## src/sv/lfr_pkg.sv

```systemverilog
package lfr_pkg;

	localparam int FRAME_W = 6;
	localparam int COUNT_W = 7;
	localparam int ACTION_W = 2;
	localparam int APB_AW = 3;
	localparam int APB_DW = 32;

	localparam logic [COUNT_W-1:0] CAPACITY_RST = 7'd64;

	// register word index, taken from paddr[2]
	localparam logic REG_CAPACITY = 1'b0;

	typedef enum logic [ACTION_W-1:0] {
		ACT_VICTIM = 2'd0,
		ACT_PIN    = 2'd1,
		ACT_UNPIN  = 2'd2,
		ACT_NONE   = 2'd3
	} action_t;

	typedef enum logic {
		ST_IDLE = 1'b0,
		ST_EXEC = 1'b1
	} state_t;

	// broadcast from the controller to every cell
	typedef struct packed {
		logic               cmp_en;   // latch match against frame
		logic               shift_en; // close the gap where the prefix is set
		logic               append;   // cell at index count loads frame
		logic [FRAME_W-1:0] frame;
	} cell_ctl_t;

endpackage

```

## src/sv/lru_frame_replacer.sv

```systemverilog
// LRU frame replacer: ordered chain of frame cells, oldest at cell 0.
// Result: registered at the update edge, taken in ST_EXEC when not stalled.
// Requests: taken only in ST_IDLE, one at a time: compare at accept, then
// shift/append through the cell chain; a stalled result holds the chain in ST_EXEC.
// Reset: count clears to 0, capacity to 64, no result pending; cell contents are
// left as they are.
module lru_frame_replacer #(
	parameter int MAX_FRAMES = 64
) (
	input  logic        clk,
	input  logic        arst_n,
	// request
	input  logic        s_tvalid,
	output logic        s_tready,
	input  logic [7:0]  s_tdata,   // [5:0] frame number, [7:6] zero
	input  logic [1:0]  s_tuser,   // [1:0] action
	// result
	output logic        m_tvalid,
	input  logic        m_tready,
	output logic [15:0] m_tdata,   // [5:0] victim_frame, [12:6] count, [15:13] zero
	output logic [0:0]  m_tuser,   // [0] found
	// config
	input  logic        psel,
	input  logic        penable,
	input  logic        pwrite,
	input  logic [2:0]  paddr,
	input  logic [31:0] pwdata,
	output logic [31:0] prdata,
	output logic        pready
);

	localparam int CNT_W = $clog2(MAX_FRAMES + 1);
	localparam int LIM_W = (CNT_W > lfr_pkg::COUNT_W) ? CNT_W : lfr_pkg::COUNT_W;
	localparam logic [LIM_W-1:0] MAX_EXT = LIM_W'(MAX_FRAMES);

	lfr_pkg::state_t  state_q, state_d;
	lfr_pkg::action_t action_q;
	logic [lfr_pkg::FRAME_W-1:0] req_frame_q;
	logic [lfr_pkg::COUNT_W-1:0] capacity_q;
	logic [CNT_W-1:0]            count_q, count_d;

	logic                         out_valid_q;
	logic                         found_q;
	logic [lfr_pkg::FRAME_W-1:0]  victim_q;
	logic [lfr_pkg::COUNT_W-1:0]  out_count_q;

	lfr_pkg::cell_ctl_t           ctl;
	logic [lfr_pkg::FRAME_W-1:0]  frames [MAX_FRAMES+1];
	logic [MAX_FRAMES:0]          prefix;

	logic accept, update, hit, room, found_d;
	logic [LIM_W-1:0] cnt_ext, cap_ext;

	assign accept   = s_tvalid && s_tready;
	assign hit      = prefix[MAX_FRAMES];
	assign cnt_ext  = LIM_W'(count_q);
	assign cap_ext  = LIM_W'(capacity_q);
	assign room     = (cnt_ext < cap_ext) && (cnt_ext < MAX_EXT);

	// chain ends: victim seeds the prefix at cell 0, last cell pulls in zero
	assign prefix[0]          = (action_q == lfr_pkg::ACT_VICTIM) && (count_q != '0);
	assign frames[MAX_FRAMES] = '0;

	always_comb begin
		state_d  = state_q;
		s_tready = 1'b0;
		update   = 1'b0;
		case (state_q)
			lfr_pkg::ST_IDLE: begin
				s_tready = 1'b1;
				if (s_tvalid) begin
					state_d = lfr_pkg::ST_EXEC;
				end
			end
			lfr_pkg::ST_EXEC: begin
				if (!out_valid_q || m_tready) begin
					update  = 1'b1;
					state_d = lfr_pkg::ST_IDLE;
				end
			end
			default: state_d = lfr_pkg::ST_IDLE;
		endcase
	end

	always_comb begin
		ctl.cmp_en   = accept;
		ctl.shift_en = update && ((action_q == lfr_pkg::ACT_VICTIM) ||
			(action_q == lfr_pkg::ACT_PIN));
		ctl.append   = update && (action_q == lfr_pkg::ACT_UNPIN) && !hit && room;
		ctl.frame    = (state_q == lfr_pkg::ST_EXEC) ? req_frame_q
			: s_tdata[lfr_pkg::FRAME_W-1:0];
	end

	always_comb begin
		count_d = count_q;
		found_d = 1'b0;
		case (action_q)
			lfr_pkg::ACT_VICTIM: begin
				if (count_q != '0) begin
					found_d = 1'b1;
					count_d = count_q - 1'b1;
				end
			end
			lfr_pkg::ACT_PIN: begin
				if (hit) begin
					count_d = count_q - 1'b1;
				end
			end
			lfr_pkg::ACT_UNPIN: begin
				if (!hit && room) begin
					count_d = count_q + 1'b1;
				end
			end
			default: count_d = count_q;
		endcase
	end

	genvar gi;
	generate
		for (gi = 0; gi < MAX_FRAMES; gi++) begin : g_cell
			lfr_cell #(
				.IDX   (gi),
				.CNT_W (CNT_W)
			) u_cell (
				.clk        (clk),
				.arst_n     (arst_n),
				.ctl        (ctl),
				.count      (count_q),
				.next_frame (frames[gi+1]),
				.prefix_in  (prefix[gi]),
				.frame      (frames[gi]),
				.prefix_out (prefix[gi+1])
			);
		end
	endgenerate

	always_ff @(posedge clk or negedge arst_n) begin
		if (!arst_n) begin
			state_q <= lfr_pkg::ST_IDLE;
		end else begin
			state_q <= state_d;
		end
	end

	always_ff @(posedge clk or negedge arst_n) begin
		if (!arst_n) begin
			action_q    <= lfr_pkg::ACT_NONE;
			req_frame_q <= '0;
			count_q     <= '0;
			out_valid_q <= 1'b0;
		end else begin
			if (accept) begin
				action_q    <= lfr_pkg::action_t'(s_tuser);
				req_frame_q <= s_tdata[lfr_pkg::FRAME_W-1:0];
			end
			if (update) begin
				count_q     <= count_d;
				out_valid_q <= 1'b1;
			end else if (m_tready) begin
				out_valid_q <= 1'b0;
			end
		end
	end

	always_ff @(posedge clk) begin
		if (update) begin
			found_q     <= found_d;
			victim_q    <= found_d ? frames[0] : '0;
			out_count_q <= lfr_pkg::COUNT_W'(count_d);
		end
	end

	assign m_tvalid = out_valid_q;
	assign m_tuser  = found_q;
	assign m_tdata  = {3'b000, out_count_q, victim_q};

	// config
	always_ff @(posedge clk or negedge arst_n) begin
		if (!arst_n) begin
			capacity_q <= lfr_pkg::CAPACITY_RST;
		end else if (psel && penable && pwrite && pready &&
			(paddr[2] == lfr_pkg::REG_CAPACITY)) begin
			capacity_q <= pwdata[lfr_pkg::COUNT_W-1:0];
		end
	end

	assign pready = 1'b1;
	assign prdata = (paddr[2] == lfr_pkg::REG_CAPACITY)
		? {{(lfr_pkg::APB_DW - lfr_pkg::COUNT_W){1'b0}}, capacity_q} : '0;

endmodule

```

## src/sv/lfr_cell.sv

```systemverilog
module lfr_cell #(
	parameter int IDX   = 0,
	parameter int CNT_W = 7
) (
	input  logic                        clk,
	input  logic                        arst_n,
	input  lfr_pkg::cell_ctl_t          ctl,
	input  logic [CNT_W-1:0]            count,
	input  logic [lfr_pkg::FRAME_W-1:0] next_frame,
	input  logic                        prefix_in,
	output logic [lfr_pkg::FRAME_W-1:0] frame,
	output logic                        prefix_out
);

	logic [lfr_pkg::FRAME_W-1:0] frame_q;
	logic                        match_q;
	logic                        in_use;

	assign in_use     = CNT_W'(IDX) < count;
	assign prefix_out = prefix_in | match_q;
	assign frame      = frame_q;

	always_ff @(posedge clk or negedge arst_n) begin
		if (!arst_n) begin
			match_q <= 1'b0;
		end else if (ctl.cmp_en) begin
			match_q <= in_use && (frame_q == ctl.frame);
		end
	end

	// payload, no reset; entries at or past count are never looked at
	always_ff @(posedge clk) begin
		if (ctl.shift_en && prefix_out) begin
			frame_q <= next_frame;
		end else if (ctl.append && (count == CNT_W'(IDX))) begin
			frame_q <= ctl.frame;
		end
	end

endmodule
```

## config.mk

```make
export PLATFORM = sky130hd
export DESIGN_NAME = lru_frame_replacer
export DESIGN_NICKNAME = d
export VERILOG_FILES = /design/src/sv/lfr_pkg.sv /design/src/sv/lru_frame_replacer.sv /design/src/sv/lfr_cell.sv
export SDC_FILE = /design/constraint.sdc
export NUM_CORES = 1
export LEC_CHECK = 0
export BUFFER_PORTS_ARGS = -buffer_cell sky130_fd_sc_hd__buf_2
export CORE_MARGIN = 2
export CORE_UTILIZATION = 55
export CTS_CLUSTER_SIZE = 14
export DETAILED_ROUTE_END_ITERATION = 16
export GPL_TIMING_DRIVEN = 1
export PLACE_DENSITY = 0.79
export SLEW_MARGIN = 15
export SYNTH_ARGS = -nofsm -noshare
export SYNTH_HDL_FRONTEND = slang
export SYNTH_SLANG_ARGS = --single-unit
```

## constraint.sdc

```tcl
create_clock -name clk -period 5.3 [get_ports clk]
set_input_delay 0.265 -clock clk [delete_from_list [all_inputs] [get_ports clk]]
set_output_delay 0.265 -clock clk [all_outputs]
set_load 0.03 [all_outputs]
```

==> run metrics <==
syn_area_per_cell 11.3 um^2; Die ar. 50,700 um^2; kind of critical path reg -> reg; CP required 5.54 ns; WL/cell 24.9 um; clock skew 0.0297 ns; Via density 6.46; Synth area leaders edfxtp_1, xnor2_1, mux2_2, dfrtp_1, a21oi_1; Worst path max stage delay 0.83 ns; share of post-route cells with drive strength above 1 18.6%; core area 48,600 um^2; # placed instances 2,961; Seq/Total Area, Yosys 52.4%; Max-Cap Viols 0; Routed Antenna Nets 0; CP cell instances inv_1 > ha_1 > nor2b_1 > a21oi_1 > buf_4 > or3_1 > nand4b_1 > nor4_2 > buf_4 > nand2_1 > o21ai_0; vias in the first global route 19,600; CP max stage cell o21ai_0; fin crit share 88.7%; Storage cell area 14,100 um^2; Worst Tran Pin Value 1.27 ns; total grt overflow 0; first-pass GRT wire length 116,000 um; initial antenna violation count 2; DR DRC count 0; total CTS buffers 51; CTS root buf clkbuf_16; Final GP Congestion 0.965; Main synth FF type edfxtp_1; most frequent cells in the layout edfxtp_1, xnor2_1, nor2_1, a21oi_1, mux2_2; setup_tns 0 ns; Final Critical Period 4.70 ns; Final Slew Violations 0; Distinct cells, synth 84; final setup vio count 0; Final Non-Filler Cells 3,076; IO Count 104; WP buf/inv 3; CP max FO 11; area leader, netlist edfxtp_1; outcome finished, final reports clean; Row Count 81; Fin. Hold Viols 0; post-synthesis register bit count 486; DR iter-0 viols 2,706; Starting Density 55.3%; Post-synth EDFFs 392; Port Buffers 45; CP Launch Type register; synthesis warning total 0; Vias 19,900; Final Util 61.1%; commonest non-fill, non-tap cell in the layout edfxtp_1; dpl hpwl 51,500 um; CTS sink cnt 486; cell family with most CP delay simple AND/OR/NAND/NOR gates; Max clock buf depth 3; setup ws final 0.601 ns; Tot GR Track Use 30.2%; Reg clk slew, reported paths 0.06 ns; CTS tree done; CTS HTree Levels 2; worst-skew pair later-pin latency 0.62 ns; Mapped Area 26,900 um^2; CP most frequent cell buf_4; Post-synth ARST share 18.1%; area share of the largest cell type after synthesis 43.8%; slew margin rel. 13.7%; CP arrival 4.94 ns; Post-Route WL 76,700 um; Worst Setup End Kind register; Cells after Synth 2,385; dpl ws 0.829 ns; Post-CTS Resized 0; GR Layer Usage met1 39.3%; Hold Path Class in -> reg; Die Width 225 um; max frequency 0.213 GHz; largest net degree at the start of global routing 53; fin nets 2,473; Die Y 225 um; Detailed Routing Iterations Pass 1 6; unrepaired setup endpoints after global routing false; met3 usage 7.22%; fillcell total 3,662; met2 GRT Util 46.8%; area grow syn2layout 10.5%; Multi-input gate area 12,100 um^2; gr busiest metal met2
## repair_timing
action,in CTS,in global routing
hold buffers,18,0
buffers inserted,0,0
endpoints found under the hold margin,66,0
## registers in the layout, summed over array words and instances (netlist names)
name                   count
action_q                   2
cap_ext                    7
cnt_ext                    7
g_cell.u_cell.frame      384
g_cell.u_cell.match_q     64
m_tuser                    1
m_tvalid                   1
out_count_q                7
req_frame_q                6
state_q                    1
victim_q                   6
## per-layer routing
layer | part of all wire, % | vias up
li1 | - | 8659
met1 | 38 | 9664
met2 | 45 | 1281
met3 | 12 | 273
met4 | 5.3 | 4
met5 | 0.15 | -
## per-stage QoR
step | hold slack, ns | cell area [um^2]
detailed placement | 0.400 | 27900
global placement | 0.393 | 27900
floorplan | -0.0306 | 27000
CTS | 0.253 | 29700
finish | 0.283 | 29700
global route | 0.313 | 29700
## worst reg2reg max path: stages, from the launching register on
cell and delay, ns:
dfrtp_1 0.37, inv_1 0.18, ha_1 0.48, nor2b_1 0.36, a21oi_1 0.11, buf_4 0.19, or3_1 0.46, nand4b_1 0.23
nor4_2 0.46, buf_4 0.25, nand2_1 0.41, o21ai_0 0.84
## cells in the mapped netlist, drive strengths merged, types with 5 or more instances
master   number
nor3         25
edfxtp      392
dfrtp        85
ha           11
a22o          9
dfxtp         6
nand2       130
and2         13
nand4        47
or3          14
or2           7
buf          75
a2111oi      11
o21bai       26
mux2i        13
o31ai        25
o21ai        99
or4           6
inv          13
nand4b        5
o2111ai       9
mux2        217
o41ai        17
nor2        244
nor4         37
nand2b        9
a21oi       215
clkbuf      126
a32o          9
nand3        34
xnor2       384
## final cells by class
type / instances / area share (%)
Sequential cell: 486 / 47.5
Multi-Input combinational cell: 1708 / 40.6
Clock buffer: 81 / 5.02
Timing Repair Buffer: 146 / 3.72
Tap cell: 622 / 2.62
Clock inverter: 14 / 0.375
Inverter: 17 / 0.215
Antenna cell: 2 / 0.0168
## cell families (layout without fill, tap and decap cells)
logic type / Yosys count / count (layout) / synth area share [%]
AOI/OAI and AO/OA: 470 / 470 / 11.1
xor gates and xnor gates: 384 / 384 / 12.5
adders and majority gates: 11 / 11 / 0.512
buffers and inverters: 218 / 258 / 3.61
DFF: 486 / 486 / 52.4
muxes: 230 / 230 / 9.57
other: 2 / 31 / 0.0279
and+or+nand+nor: 584 / 584 / 10.2
## worst paths after layout
check                           slack (ns)                    endpoint                       from  depth (start not counted)
worst max-delay path                  0.60  g_cell[36].u_cell.frame[5]                 cnt_ext[1]                         11
worst min-delay path                  0.28                  cap_ext[5]                     pwrite                          3
worst max register to register        0.60  g_cell[36].u_cell.frame[5]                 cnt_ext[1]                         11
worst min register to register        0.48   g_cell[49].u_cell.match_q  g_cell[49].u_cell.match_q                          2
max in group asynchronous             3.86                  cnt_ext[4]                     arst_n                          3
min in group asynchronous             0.30              req_frame_q[2]                     arst_n                          2
Power is not shown: default switching activity piles up to over one toggle a cycle in this logic, so the estimate is an artifact.
